[src/rtl/core/stcp_pkg.sv]
// stcp_pkg: shared widths, character codes, command and phase codes and
// the structs passed between the serial command parser top and its parse stage.
// No dependencies.
`timescale 1ns / 1ps

package stcp_pkg;

  // line buffer geometry (the line itself is never stored)
  localparam int LineLength = 16;
  localparam int PosW       = $clog2(LineLength);

  // payload widths
  localparam int ByteW   = 8;
  localparam int ValueW  = 16;
  localparam int CfgIdxW = 2;
  localparam int AccW    = ValueW + 4;

  // register indexes
  localparam logic [CfgIdxW-1:0] RegDutyLimit = 2'd0;
  localparam logic [CfgIdxW-1:0] RegFreqLow   = 2'd1;
  localparam logic [CfgIdxW-1:0] RegFreqHigh  = 2'd2;

  // register reset values
  localparam logic [ValueW-1:0] DutyLimitRst = 16'd100;
  localparam logic [ValueW-1:0] FreqLowRst   = 16'd100;
  localparam logic [ValueW-1:0] FreqHighRst  = 16'd10000;

  // character codes
  localparam logic [ByteW-1:0] ChNewLine = 8'h0A;
  localparam logic [ByteW-1:0] ChTab     = 8'h09;
  localparam logic [ByteW-1:0] ChVtab    = 8'h0B;
  localparam logic [ByteW-1:0] ChFfeed   = 8'h0C;
  localparam logic [ByteW-1:0] ChCr      = 8'h0D;
  localparam logic [ByteW-1:0] ChSpace   = 8'h20;
  localparam logic [ByteW-1:0] ChPlus    = 8'h2B;
  localparam logic [ByteW-1:0] ChMinus   = 8'h2D;
  localparam logic [ByteW-1:0] ChZero    = 8'h30;
  localparam logic [ByteW-1:0] ChNine    = 8'h39;
  localparam logic [ByteW-1:0] ChColon   = 8'h3A;
  localparam logic [ByteW-1:0] ChDuty    = 8'h44;
  localparam logic [ByteW-1:0] ChFreq    = 8'h46;

  // command seen at the head of the line
  localparam logic [1:0] CmdNone = 2'd0;
  localparam logic [1:0] CmdDuty = 2'd1;
  localparam logic [1:0] CmdFreq = 2'd2;

  // number parse phase
  localparam logic [1:0] PhSpace  = 2'd0;
  localparam logic [1:0] PhSign   = 2'd1;
  localparam logic [1:0] PhDigits = 2'd2;
  localparam logic [1:0] PhDone   = 2'd3;

  // result kind
  localparam logic KindDuty = 1'b0;
  localparam logic KindFreq = 1'b1;

  localparam logic [ValueW-1:0] ValueMax = '1;

  typedef struct packed {
    logic [ValueW-1:0] duty_limit;
    logic [ValueW-1:0] freq_low;
    logic [ValueW-1:0] freq_high;
  } cfg_t;

  typedef struct packed {
    logic              valid;     // a command passed its range check
    logic              line_end;  // the word closed the line
    logic              kind;
    logic [ValueW-1:0] value;
  } res_t;

endpackage

[src/rtl/core/stcp_intf.sv]
// stcp channel interfaces: received byte, parsed command and register write.
// Depends on stcp_pkg.
`timescale 1ns / 1ps

interface stcp_byte_if;
  import stcp_pkg::*;
  logic             valid;
  logic             ready;
  logic [ByteW-1:0] rx_byte;
  modport source (output valid, output rx_byte, input ready);
  modport sink (input valid, input rx_byte, output ready);
endinterface

interface stcp_cmd_if;
  import stcp_pkg::*;
  logic              valid;
  logic              ready;
  logic              command_kind;
  logic [ValueW-1:0] command_value;
  modport source (output valid, output command_kind, output command_value, input ready);
  modport sink (input valid, input command_kind, input command_value, output ready);
endinterface

interface stcp_cfg_if;
  import stcp_pkg::*;
  logic               valid;
  logic               ready;
  logic [CfgIdxW-1:0] index;
  logic [ValueW-1:0]  data;
  modport source (output valid, output index, output data, input ready);
  modport sink (input valid, input index, input data, output ready);
endinterface

[src/rtl/core/stcp_parser.sv]
// stcp_parser: per-line parse state and the one-word step that updates it
// and decides the command result at line end. Depends on stcp_pkg.
`timescale 1ns / 1ps

module stcp_parser (
  input  logic                      clk_i,
  input  logic                      rst_ni,
  input  logic                      step_i,
  input  logic [stcp_pkg::ByteW-1:0] byte_i,
  input  stcp_pkg::cfg_t            cfg_i,
  output stcp_pkg::res_t            res_o
);
  import stcp_pkg::*;

  logic [PosW-1:0]   pos_q, pos_d;
  logic [1:0]        cmd_q, cmd_d;
  logic [1:0]        phase_q, phase_d;
  logic              neg_q, neg_d;
  logic [ValueW-1:0] mag_q, mag_d;

  logic            line_end;
  logic            is_blank;
  logic            is_digit;
  logic            nonneg;
  logic [AccW-1:0] acc;

  // character classes
  assign is_blank = (byte_i == ChSpace) || (byte_i == ChTab) || (byte_i == ChVtab) ||
                    (byte_i == ChFfeed) || (byte_i == ChCr);
  assign is_digit = (byte_i >= ChZero) && (byte_i <= ChNine);
  assign line_end = (byte_i == ChNewLine) || (pos_q == PosW'(LineLength - 1));
  assign nonneg   = !neg_q || (mag_q == '0);

  // magnitude times ten plus the new digit
  assign acc = {1'b0, mag_q, 3'b000} + {3'b000, mag_q, 1'b0} + AccW'(byte_i - ChZero);

  // result decision at line end
  always_comb begin
    res_o          = '0;
    res_o.line_end = line_end;
    res_o.value    = mag_q;
    if (line_end && (pos_q >= PosW'(2)) && nonneg) begin
      if (cmd_q == CmdDuty && mag_q <= cfg_i.duty_limit) begin
        res_o.valid = 1'b1;
        res_o.kind  = KindDuty;
      end else if (cmd_q == CmdFreq && mag_q >= cfg_i.freq_low &&
                   mag_q <= cfg_i.freq_high) begin
        res_o.valid = 1'b1;
        res_o.kind  = KindFreq;
      end
    end
  end

  // next parse state
  always_comb begin
    pos_d   = pos_q;
    cmd_d   = cmd_q;
    phase_d = phase_q;
    neg_d   = neg_q;
    mag_d   = mag_q;
    if (line_end) begin
      pos_d   = '0;
      cmd_d   = CmdNone;
      phase_d = PhSpace;
      neg_d   = 1'b0;
      mag_d   = '0;
    end else begin
      pos_d = pos_q + PosW'(1);
      if (pos_q == '0) begin
        if (byte_i == ChDuty) cmd_d = CmdDuty;
        else if (byte_i == ChFreq) cmd_d = CmdFreq;
        else cmd_d = CmdNone;
      end else if (pos_q == PosW'(1)) begin
        if (byte_i != ChColon) cmd_d = CmdNone;
      end else if (phase_q != PhDone) begin
        if (phase_q == PhSpace && is_blank) begin
          phase_d = phase_q;
        end else if (phase_q == PhSpace && (byte_i == ChPlus || byte_i == ChMinus)) begin
          neg_d   = (byte_i == ChMinus);
          phase_d = PhSign;
        end else if (!is_digit) begin
          phase_d = PhDone;
        end else begin
          phase_d = PhDigits;
          // saturate where the value leaves 16 bits
          mag_d   = (acc > AccW'(ValueMax)) ? ValueMax : acc[ValueW-1:0];
        end
      end
    end
  end

  // state registers
  always_ff @(posedge clk_i or negedge rst_ni) begin
    if (!rst_ni) begin
      pos_q   <= '0;
      cmd_q   <= CmdNone;
      phase_q <= PhSpace;
      neg_q   <= 1'b0;
      mag_q   <= '0;
    end else if (step_i) begin
      pos_q   <= pos_d;
      cmd_q   <= cmd_d;
      phase_q <= phase_d;
      neg_q   <= neg_d;
      mag_q   <= mag_d;
    end
  end

endmodule

[src/rtl/core/serial_text_command_parser_top.sv]
// serial_text_command_parser_top: parses D:n / F:n lines from received bytes.
// Depends on stcp_pkg, stcp_intf and stcp_parser.
//
//   channel  dir  handshake    payload
//   rx_i     in   valid/ready  rx_byte[7:0]
//   cmd_o    out  valid/ready  command_kind, command_value[15:0]
//   cfg_i    in   valid/ready  index[1:0], data[15:0] (ready always high)
//
// One word per cycle while cmd_o is not stalled: a word is parsed once it
// sits in the input register, and its result is registered onto cmd_o.
// A result is valid once its closing word has passed the input register
// and the parse stage into the result register, and is held until taken.
// Reset returns the registers to their default limits and empties the line.
// A stalled result holds the parse stage; the input register still takes
// one word, then ready drops until the result is taken.
`timescale 1ns / 1ps

module serial_text_command_parser_top (
  input logic         clk_i,
  input logic         rst_ni,
  stcp_byte_if.sink   rx_i,
  stcp_cmd_if.source  cmd_o,
  stcp_cfg_if.sink    cfg_i
);
  import stcp_pkg::*;

  cfg_t              cfg_q;
  logic              in_valid_q;
  logic [ByteW-1:0]  byte_q;
  logic              out_valid_q;
  logic              kind_q;
  logic [ValueW-1:0] value_q;
  logic              advance;
  res_t              res;

  // parse stage moves when the result slot is free or draining
  assign advance     = in_valid_q && (!out_valid_q || cmd_o.ready);
  assign rx_i.ready  = !in_valid_q || advance;
  assign cfg_i.ready = 1'b1;

  // configuration registers
  always_ff @(posedge clk_i or negedge rst_ni) begin
    if (!rst_ni) begin
      cfg_q.duty_limit <= DutyLimitRst;
      cfg_q.freq_low   <= FreqLowRst;
      cfg_q.freq_high  <= FreqHighRst;
    end else if (cfg_i.valid) begin
      unique case (cfg_i.index)
        RegDutyLimit: cfg_q.duty_limit <= cfg_i.data;
        RegFreqLow:   cfg_q.freq_low   <= cfg_i.data;
        RegFreqHigh:  cfg_q.freq_high  <= cfg_i.data;
        default:      cfg_q            <= cfg_q;
      endcase
    end
  end

  // input register
  always_ff @(posedge clk_i or negedge rst_ni) begin
    if (!rst_ni) begin
      in_valid_q <= 1'b0;
    end else if (rx_i.valid && rx_i.ready) begin
      in_valid_q <= 1'b1;
    end else if (advance) begin
      in_valid_q <= 1'b0;
    end
  end

  always_ff @(posedge clk_i) begin
    if (rx_i.valid && rx_i.ready) begin
      byte_q <= rx_i.rx_byte;
    end
  end

  // parse stage
  stcp_parser u_parser (
    .clk_i  (clk_i),
    .rst_ni (rst_ni),
    .step_i (advance),
    .byte_i (byte_q),
    .cfg_i  (cfg_q),
    .res_o  (res)
  );

  // result register
  always_ff @(posedge clk_i or negedge rst_ni) begin
    if (!rst_ni) begin
      out_valid_q <= 1'b0;
    end else if (advance && res.valid) begin
      out_valid_q <= 1'b1;
    end else if (cmd_o.ready) begin
      out_valid_q <= 1'b0;
    end
  end

  always_ff @(posedge clk_i) begin
    if (advance && res.valid) begin
      kind_q  <= res.kind;
      value_q <= res.value;
    end
  end

  assign cmd_o.valid         = out_valid_q;
  assign cmd_o.command_kind  = kind_q;
  assign cmd_o.command_value = value_q;

`ifndef SYNTHESIS
  // results are produced only by a word that closes the line
  assert property (@(posedge clk_i) disable iff (!rst_ni)
    (advance && res.valid) |-> res.line_end)
    else $error("result from a word that does not end the line");

  // a duty result respects the duty limit
  assert property (@(posedge clk_i) disable iff (!rst_ni)
    (advance && res.valid && res.kind == KindDuty) |-> (res.value <= cfg_q.duty_limit))
    else $error("duty result above limit");

  // a frequency result lies inside the window
  assert property (@(posedge clk_i) disable iff (!rst_ni)
    (advance && res.valid && res.kind == KindFreq) |->
      (res.value >= cfg_q.freq_low && res.value <= cfg_q.freq_high))
    else $error("frequency result outside window");

  // a waiting result is never overwritten by the parse stage
  assert property (@(posedge clk_i) disable iff (!rst_ni)
    (out_valid_q && !cmd_o.ready) |=> (out_valid_q && $stable(value_q) && $stable(kind_q)))
    else $error("pending result lost");
`endif

endmodule

[src/flat_wrapper.sv]
// flat-port wrapper written by rule: the top's interface ports become plain ports
module serial_text_command_parser_top_flat import stcp_pkg::*;
  (clk_i, rst_ni, rx_i_valid, rx_i_rx_byte, rx_i_ready, cmd_o_valid, cmd_o_command_kind, cmd_o_command_value, cmd_o_ready, cfg_i_valid, cfg_i_index, cfg_i_data, cfg_i_ready);
  stcp_byte_if rx_i_i ();
  stcp_cmd_if cmd_o_i ();
  stcp_cfg_if cfg_i_i ();
  input logic clk_i;
  input logic rst_ni;
  input wire logic [$bits(rx_i_i.valid)-1:0] rx_i_valid;
  input wire logic [$bits(rx_i_i.rx_byte)-1:0] rx_i_rx_byte;
  output wire logic [$bits(rx_i_i.ready)-1:0] rx_i_ready;
  output wire logic [$bits(cmd_o_i.valid)-1:0] cmd_o_valid;
  output wire logic [$bits(cmd_o_i.command_kind)-1:0] cmd_o_command_kind;
  output wire logic [$bits(cmd_o_i.command_value)-1:0] cmd_o_command_value;
  input wire logic [$bits(cmd_o_i.ready)-1:0] cmd_o_ready;
  input wire logic [$bits(cfg_i_i.valid)-1:0] cfg_i_valid;
  input wire logic [$bits(cfg_i_i.index)-1:0] cfg_i_index;
  input wire logic [$bits(cfg_i_i.data)-1:0] cfg_i_data;
  output wire logic [$bits(cfg_i_i.ready)-1:0] cfg_i_ready;
  assign rx_i_i.valid = rx_i_valid;
  assign rx_i_i.rx_byte = rx_i_rx_byte;
  assign rx_i_ready = rx_i_i.ready;
  assign cmd_o_valid = cmd_o_i.valid;
  assign cmd_o_command_kind = cmd_o_i.command_kind;
  assign cmd_o_command_value = cmd_o_i.command_value;
  assign cmd_o_i.ready = cmd_o_ready;
  assign cfg_i_i.valid = cfg_i_valid;
  assign cfg_i_i.index = cfg_i_index;
  assign cfg_i_i.data = cfg_i_data;
  assign cfg_i_ready = cfg_i_i.ready;
  serial_text_command_parser_top u_core (.clk_i(clk_i), .rst_ni(rst_ni), .rx_i(rx_i_i), .cmd_o(cmd_o_i), .cfg_i(cfg_i_i));
endmodule
[config.mk]
export PLATFORM = sky130hd
export DESIGN_NAME = serial_text_command_parser_top_flat
export DESIGN_NICKNAME = d
export VERILOG_FILES = /design/src/rtl/core/stcp_pkg.sv /design/src/rtl/core/stcp_intf.sv /design/src/rtl/core/stcp_parser.sv /design/src/rtl/core/serial_text_command_parser_top.sv /design/src/flat_wrapper.sv
export SDC_FILE = /design/constraint.sdc
export NUM_CORES = 1
export LEC_CHECK = 0
export BUFFER_PORTS_ARGS = -buffer_cell sky130_fd_sc_hd__buf_2
export CORE_MARGIN = 5
export CORE_UTILIZATION = 40
export CTS_CLUSTER_SIZE = 10
export DETAILED_ROUTE_END_ITERATION = 12
export MAX_ROUTING_LAYER = met4
export SLEW_MARGIN = 20
export SYNTH_ARGS = -nofsm -noshare
export SYNTH_HDL_FRONTEND = slang
export SYNTH_HIERARCHICAL = 1
export SYNTH_SLANG_ARGS = --single-unit
[constraint.sdc]
create_clock -name clk_i -period 5.4 [get_ports clk_i]
set_input_delay 1.08 -clock clk_i [delete_from_list [all_inputs] [get_ports clk_i]]
set_output_delay 1.08 -clock clk_i [all_outputs]
set_load 0.005 [all_outputs]
==> impl_metrics.json, run 1 <==
{
  "cts_resized": 0,
  "fin_ws_ns": 1.18,
  "wire_per_inst_um": 17.6,
  "hold_violations": 0,
  "clock.fmax_mhz": 237,
  "vias": 4637,
  "drt_iter0_markers": 235,
  "root_buffer": "clkbuf_16",
  "use_met1_pct": 23.3,
  "drive_above_1_share_pct": 21.9,
  "ir_drop_uv": 213,
  "cp_max_fo": 16,
  "io_buffers": 49,
  "cp_slowest_cell": "o41a_1",
  "cts.sinks": 100,
  "rsz0062_at_grt": "no",
  "globalRouteTotalUtil_pct": 17.2,
  "ant_nets": 0,
  "setup_tns_ns": 0,
  "cts_made_buffers": 9,
  "area_growth_pct": 11.6,
  "fin_cells": 845,
  "rows": 46,
  "dp_hpwl_um": 10900,
  "clk_pin_slew_ns": 0.07,
  "end_kind": "flip-flop",
  "grt_max_degree": 39,
  "grt_pass1_vias": 4695,
  "cts_buffer_depth": 2,
  "ys.warnings.count": 6,
  "power.leakage_nw": 3.42,
  "total_power_mw": 3.65,
  "netlist_area_um2": 6450,
  "syn_nets": 695,
  "gp_congestion": 0.870,
  "drt-total-wl_um": 14900,
  "final_cell_area_um2": 7200,
  "p_sw_mw": 1.55,
  "slew_headroom_pct": 33.7,
  "crit_family": "compound AO/OA/AOI/OAI gates",
  "grtUsageMet3_pct": 3.97,
  "hold_buffers": 0,
  "worst_pin_slew_ns": 0.994,
  "power.share.clock_pct": 17.4,
  "grt_overflow": 0,
  "post-route-util_pct": 45.3,
  "cts_tree": "done",
  "die_area_um2": 18800,
  "fp.coreArea_um2": 15900,
  "cpPeakStageDelay_ns": 0.68,
  "p_comb_share_pct": 49.7,
  "placed_area_um2": 6920,
  "diodes": 0,
  "use_met2_pct": 26.4,
  "hp-class": "flip-flop to flip-flop",
  "outcome": "finished clean",
  "fin_nets": 746,
  "grt.busiest_layer": "met2",
  "post-route-drc-count": 0,
  "final.hold.worst_slack_ns": 0.508,
  "vias_per_cell": 5.49,
  "cp_common_cell": "ha_1",
  "worst-path-buf-inv": 1,
  "place_inst": 829,
  "finalCriticalPeriod_ns": 4.22,
  "drt_first_pass_iters": 6,
  "crit_type": "flip-flop to flip-flop",
  "antenna_found_initial": 0,
  "intPower_mw": 2.10,
  "place_ws_ns": 1.21,
  "swShare_pct": 42.4,
  "syn_avg_cell_area_um2": 11.3,
  "power.density_nw_per_um2": 506,
  "clock_latency_ns": 0.36,
  "drv_slew": 0,
  "setup_violations": 0,
  "seqPwrFrac_pct": 32.9,
  "fin_crit_sh_pct": 78.2,
  "clock_skew_ns": 0.00858,
  "top_level_ports": 51,
  "maxCapViolCount": 0,
  "post-cts-setup-buffer-count": 0,
  "dieWidth_um": 137,
  "synthCells": 573,
  "n_fill_cell": 1497,
  "htreeDepth": 3,
  "arrival_ns": 4.47,
  "crit_path_start_kind": "flip-flop",
  "worst-endpoint-required_ns": 5.64,
  "die_h_um": 137,
  "grt_pass1_wl_um": 24400,
  "start_util_pct": 40.6,
  "crit_chain": "ha_1, nor3_2, buf_4, fa_1, ha_1, a21o_1, a21oi_1, nor2b_1, o21ai_0, o221ai_1, a22o_1, o41a_1, a221o_1"
}
==> cell type report <==
class / count / area, um^2 / share of cell area (%)
multi-input combinational: 400 / 3510 / 48.7
sequential: 100 / 2640 / 36.7
timing repair buffer: 53 / 275 / 3.82
tap: 216 / 270 / 3.75
clock buffer: 9 / 225 / 3.13
inverter: 60 / 225 / 3.13
clock inverter: 7 / 60.1 / 0.834
==> power by group through the flow <==
stage	Sequential, mW	Combinational [mW]	Clock [mW]
after detailed placement	1.22	1.79	0
final	1.20	1.81	0.636
after global placement	1.21	1.76	0
after global routing	1.23	2.04	0.679
after floorplan	1.11	1.43	0
after CTS	1.20	1.81	0.654
==> placed cells by master (no fill, tap or decap), types with 9 or more instances in the layout <==
cell type,instances
a21o_1,21
a21oi_1,29
a221o_1,17
buf_2,49
clkbuf_16,9
dfrtp_1,64
dfstp_2,11
edfxtp_1,25
fa_1,15
ha_1,76
inv_1,60
mux2_2,49
nand2_1,22
nand3_1,10
nand4_1,14
nor2_1,19
o21ai_0,20
xnor2_1,11
==> worst register-to-register path, cell delays in order, from the launching register on <==
cell,delay (ns)
edfxtp_1,0.46
ha_1,0.31
nor3_2,0.12
buf_4,0.23
fa_1,0.46
ha_1,0.40
a21o_1,0.21
a21oi_1,0.18
nor2b_1,0.07
o21ai_0,0.22
o221ai_1,0.16
a22o_1,0.22
o41a_1,0.68
a221o_1,0.38
==> final timing paths <==
kind | from | end | slack, ns | cells after the start
setup / recovery | u_core/byte_q[5] | u_core/u_parser/mag_q[4] | 1.18 | 13
hold / removal | u_core/cfg_q[39] | u_core/cfg_q[39] | 0.51 | 1
setup reg to reg | u_core/byte_q[5] | u_core/u_parser/mag_q[4] | 1.18 | 13
hold reg to reg | u_core/cfg_q[39] | u_core/cfg_q[39] | 0.51 | 1
max in group asynchronous | rst_ni | u_core/cfg_q[9] | 3.48 | 2
min in group asynchronous | rst_ni | u_core/in_valid_q | 0.85 | 1
==> routing by layer <==
| metal | up-vias | share of wire, % |
|---|---|---|
| met5 | - | 0 |
| met4 | 0 | 1.5 |
| met3 | 17 | 5.2 |
| met2 | 123 | 45 |
| met1 | 2288 | 48 |
| li1 | 2209 | - |
==> sequential cells by signal (all words and copies together), names as in the netlist, 2 cells and up <==
register	cells
u_core/u_parser/pos_q	4
u_core/u_parser/mag_q	16
u_core/u_parser/phase_q	2
u_core/u_parser/cmd_q	2
u_core/byte_q	8
u_core/cmd_o.command_value	16
u_core/cfg_q	48
No activity file was read; power rests on OpenSTA's default activity.
==> inputs of run 2 (changes only) <==
==> constraint.sdc (replaced) <==
create_clock -name clk_i -period 3.9 [get_ports clk_i]
set_input_delay 0.78 -clock clk_i [delete_from_list [all_inputs] [get_ports clk_i]]
set_output_delay 0.78 -clock clk_i [all_outputs]
set_load 0.005 [all_outputs]
==> run 2 against run 1 <==
Sequential share of layout area is 2.7 points lower. Setup slack got worse by 1.1 ns. Cell count increased by 3.8%. Critical path depth did not move.
==> impl_metrics.json, run 2 (synthesis gave the netlist of run 1 again) <==
{
  "outcome": "finished clean",
  "cp_max_fo": 8,
  "regMostFlops": "u_core/cfg_q",
  "area_growth_pct": 20.6,
  "p_sw_mw": 2.42,
  "top_level_ports": 51,
  "htreeDepth": 3,
  "ant_nets": 0,
  "grt_max_degree": 76,
  "cts.sinks": 100,
  "drt_first_pass_iters": 5,
  "power.share.clock_pct": 15.6,
  "dieWidth_um": 137,
  "power.leakage_nw": 3.62,
  "crit_path_start_kind": "flip-flop",
  "die_area_um2": 18800,
  "wire_per_inst_um": 18.0,
  "root_buffer": "clkbuf_16",
  "cts_buffer_depth": 2,
  "fp.coreArea_um2": 15900,
  "globalRouteTotalUtil_pct": 17.5,
  "setup_tns_ns": 0,
  "clock.fmax_mhz": 259,
  "drt_iter0_markers": 272,
  "vias_per_cell": 5.43,
  "rows": 46,
  "rsz0062_at_grt": "yes",
  "intPower_mw": 3.42,
  "largest_reg_flops": 48,
  "vias": 4763,
  "grt_pass1_vias": 4894,
  "finalCriticalPeriod_ns": 3.87,
  "drv_slew": 0,
  "slew_headroom_pct": 32.6,
  "grt_pass1_wl_um": 25000,
  "fin_nets": 778,
  "worst_pin_slew_ns": 1.01,
  "clock_latency_ns": 0.35,
  "cts_tree": "done",
  "crit_type": "flip-flop to flip-flop",
  "diodes": 0,
  "drt-total-wl_um": 15800,
  "hold_violations": 0,
  "setup_violations": 0,
  "clock_skew_ns": 0.00660,
  "cpPeakStageDelay_ns": 0.57,
  "io_buffers": 49,
  "fin_ws_ns": 0.0339,
  "final_common_cell": "ha_1",
  "post-route-drc-count": 0,
  "power.density_nw_per_um2": 751,
  "dp_hpwl_um": 11300,
  "maxCapViolCount": 0,
  "antenna_found_initial": 0,
  "worst-endpoint-required_ns": 4.13,
  "p_comb_share_pct": 57.4,
  "hp-class": "input port to async pin",
  "fin_crit_sh_pct": 99.1,
  "seqPwrFrac_pct": 27.0,
  "cp_slowest_cell": "o41a_4",
  "start_util_pct": 40.6,
  "cts_made_buffers": 9,
  "gp_congestion": 0.894,
  "drive_above_1_share_pct": 30.1,
  "clk_pin_slew_ns": 0.07,
  "ir_drop_uv": 351,
  "crit_chain": "buf_4, inv_2, ha_1, fa_1, ha_4, o211ai_1, o21a_2, a211oi_4, nand2_2, a21o_1, a22o_1, o41a_4, a221o_1",
  "final_cell_mix": "ha_1, dfrtp_1, inv_1",
  "end_kind": "flip-flop",
  "place_ws_ns": -0.118,
  "arrival_ns": 4.10,
  "grt_overflow": 0,
  "swShare_pct": 41.4,
  "die_h_um": 137
}
-- run 2: changes by cell type in the layout (fill, tap and decap cells not counted), moves of 3 or more --
cell	delta
ha_1	-11
nand3_1	-3
buf_4	+28
ha_4	+11
-- run 2: what timing repair did --
action,4_1_cts,5_1_grt
gates cloned,0,2
setup endpoints to repair,16,16
buffers inserted,0,11
pin swaps,0,19
hold buffers,0,0
gates resized for setup,2,32
-- run 2: per-stage QoR --
| stage | power (mW) | hold slack, ns | util [%] | instances | cell area (um^2) |
|---|---|---|---|---|---|
| final | 5.84 | 0.440 | 49.0 | 877 | 7780 |
| after CTS | 5.35 | 0.511 | 46.8 | 863 | 7440 |
| after global routing | 6.32 | 0.462 | 49.0 | 877 | 7780 |
| after global placement | 4.36 | 0.491 | 44.9 | 847 | 7130 |
| after floorplan | 3.66 | 0.474 | - | 573 | 6540 |
| after detailed placement | 4.40 | 0.495 | 44.9 | 847 | 7130 |
-- run 2: critical path, delay by kind of cell, from the launching register on --
family	cells	cell delay (ns)
adder cells (fa/ha/maj)	3	1.05
AO/OA/AOI/OAI	7	1.90
buffers and inverters	2	0.26
flip-flops	1	0.44
AND/OR/NAND/NOR	1	0.10
-- run 2: final timing paths --
| path | cells after the start | end | slack (ns) | startpoint |
|---|---|---|---|---|
| setup / recovery | 13 | u_core/u_parser/mag_q[2] | 0.03 | u_core/byte_q[4] |
| hold / removal | 2 | u_core/u_parser/pos_q[2] | 0.44 | rst_ni |
| setup reg to reg | 13 | u_core/u_parser/mag_q[2] | 0.03 | u_core/byte_q[4] |
| hold reg to reg | 1 | u_core/cfg_q[23] | 0.51 | u_core/cfg_q[23] |
| max in group asynchronous | 3 | u_core/cfg_q[9] | 2.83 | rst_ni |
| min in group clk_i | 1 | u_core/cfg_q[23] | 0.51 | u_core/cfg_q[23] |
-- run 2: power groups by stage --
stage	Combinational (mW)	Sequential, mW	Clock [mW]
6_report	3.35	1.58	0.911
5_1_grt	3.72	1.62	0.983
4_1_cts	2.83	1.58	0.938
3_5_place_dp	2.80	1.60	0
3_3_place_gp	2.77	1.60	0
2_1_floorplan	2.12	1.54	0
-- run 2: routing by layer --
metal	vias up	share of wire, %	global-route usage (%)
met5	-	0	-
met1	2337	46	22.9
met4	0	1.2	4.66
met2	133	48	27.6
li1	2277	-	-
met3	16	4.9	4.12
-- run 2: area by class of cell --
type	count	area, um^2
clock buffers	9	225
clock inverters	7	76.3
fillers	1491	8110
inverters	60	225
multi-input cells	401	3780
flip-flops and latches	100	2640
well taps	216	270
repair buffers	84	558
==> inputs of run 3 (changes only) <==
--- a/config.mk
+++ b/config.mk
@@ -11,6 +11,7 @@
 export CTS_CLUSTER_SIZE = 10
 export DETAILED_ROUTE_END_ITERATION = 12
 export MAX_ROUTING_LAYER = met4
+export SETUP_SLACK_MARGIN = 0.4
 export SLEW_MARGIN = 20
 export SYNTH_ARGS = -nofsm -noshare
 export SYNTH_HDL_FRONTEND = slang
==> run 3 against run 2 <==
Die area stayed put. Wire length is 0.65% higher. Clock skew hardly changed. Highest routed layer unchanged. Critical path type unchanged. Utilization is 0.80 points higher. Combinational power is 3% higher. Count of clock-buffer cells in the layout stayed put. Sequential share of layout area is 0.54 points lower.
==> impl_metrics.json, run 3 (synthesis gave the netlist of run 1 again) <==
{
  "outcome": "finished clean",
  "setup_violations": 0,
  "n_fill_cell": 1484,
  "clock.fmax_mhz": 266,
  "fin_ws_ns": 0.143,
  "hold_violations": 0,
  "grt_max_degree": 76,
  "multiInputGateArea_um2": 3820,
  "cp_slowest_cell": "o41a_4",
  "area_growth_pct": 22.5,
  "cts.sinks": 100,
  "cts_made_buffers": 9,
  "worst-endpoint-required_ns": 4.13,
  "rsz0062_at_grt": "yes",
  "die_h_um": 137,
  "hp-class": "input port to async pin",
  "vias_per_cell": 5.37,
  "top_level_ports": 51,
  "globalRouteTotalUtil_pct": 18.4,
  "drt_iter0_markers": 250,
  "die_area_um2": 18800,
  "gp_congestion": 0.894,
  "worst_pin_slew_ns": 1.02,
  "cts_buffer_depth": 2,
  "cpPeakStageDelay_ns": 0.56,
  "slew_headroom_pct": 32.1,
  "end_kind": "flip-flop",
  "ant_nets": 0,
  "cts_tree": "done",
  "grt_overflow": 0,
  "rows": 46,
  "dp_hpwl_um": 11300,
  "cp_common_cell": "ha_4",
  "clock_skew_ns": 0.00665,
  "clk_pin_slew_ns": 0.07,
  "place_ws_ns": -0.118,
  "dieWidth_um": 137,
  "drt-total-wl_um": 15900,
  "power.density_nw_per_um2": 752,
  "finalCriticalPeriod_ns": 3.76,
  "antenna_found_initial": 0,
  "fin_crit_sh_pct": 96.3,
  "crit_chain": "buf_6, inv_4, ha_4, fa_1, ha_4, o211ai_1, o21a_2, a211oi_4, nand2_2, a21o_1, a22o_4, o41a_4, a221o_1",
  "ir_drop_uv": 360,
  "fp.coreArea_um2": 15900,
  "final_cell_mix": "dfrtp_1, ha_1, inv_1",
  "crit_path_start_kind": "flip-flop",
  "total_power_mw": 5.95,
  "post-route-util_pct": 49.8,
  "grt_pass1_wl_um": 26100,
  "wire_per_inst_um": 18.0,
  "fin_nets": 785,
  "start_util_pct": 40.6,
  "final_common_cell": "dfrtp_1",
  "maxCapViolCount": 0,
  "critPathLaunch": "u_core/byte_q[5]",
  "hold_buffers": 0,
  "regMostFlops": "u_core/cfg_q",
  "arrival_ns": 3.99,
  "diodes": 0,
  "largest_reg_flops": 48,
  "power.leakage_nw": 3.68,
  "grt_pass1_vias": 5132,
  "htreeDepth": 3,
  "r2r-start": "u_core/byte_q[5]",
  "vias": 4746,
  "root_buffer": "clkbuf_16",
  "ff_latch_area_um2": 2640,
  "drv_slew": 0,
  "crit_type": "flip-flop to flip-flop",
  "post-route-drc-count": 0,
  "io_buffers": 49,
  "cp_max_fo": 8,
  "drive_above_1_share_pct": 32.2,
  "drt_first_pass_iters": 5,
  "clock_latency_ns": 0.35
}
run 3: final cells by class:
cell class | count | share of cell area (%)
flip-flops and latches | 100 | 33.4
clock buffers | 9 | 2.85
repair buffers | 91 | 8.04
clock inverters | 7 | 0.965
well taps | 216 | 3.42
inverters | 60 | 2.94
multi-input cells | 401 | 48.4
run 3: what timing repair did:
| item | in CTS | in global routing |
|---|---|---|
| gates resized for setup | 31 | 23 |
| hold endpoints to repair | 0 | 0 |
| endpoints found under the setup margin | 16 | 33 |
| gates cloned | 2 | 0 |
| pin swaps | 18 | 19 |
| buffers inserted | 15 | 3 |
run 3: per-stage QoR:
stage	area, um^2	setup TNS [ns]	hold WS (ns)	std cells
after CTS	7730	0	0.511	880
final	7910	0	0.387	884
after detailed placement	7130	-1.63	0.495	847
after global placement	7130	0	0.491	847
after global routing	7910	0	0.397	884
after floorplan	6540	-0.146	0.474	573
run 3: metal layers:
metal / global-route usage, % / wire length, um
met5: - / 0
met4: 5.21 / 310
met3: 4.23 / 787
met2: 29.7 / 7670
met1: 23.3 / 7130
run 3: power breakdown:
group / switching [mW] / internal, mW / leakage (nW) / total, mW
Clock: 0.411 / 0.501 / 0.142 / 0.912
Sequential: 0.270 / 1.31 / 1.13 / 1.58
Combinational: 1.77 / 1.69 / 2.40 / 3.46
Total: 2.45 / 3.49 / 3.68 / 5.95
run 3: worst max-delay path: cells and delay by family, from the launching register on:
kind                       cells  cell delay [ns]
buffers and inverters          2             0.21
DFF                            1             0.45
adders and majority gates      3             0.98
AOI/OAI and AO/OA              7             1.89
and+or+nand+nor                1             0.11
run 3: worst paths after layout:
kind / cells past startpoint / slack [ns] / to
setup / recovery: 13 / 0.14 / u_core/u_parser/mag_q[2]
hold / removal: 2 / 0.39 / u_core/u_parser/neg_q
setup reg to reg: 13 / 0.14 / u_core/u_parser/mag_q[2]
hold reg to reg: 1 / 0.51 / u_core/cfg_q[23]
max in group asynchronous: 3 / 2.87 / u_core/cfg_q[4]
min in group clk_i: 1 / 0.51 / u_core/cfg_q[23]
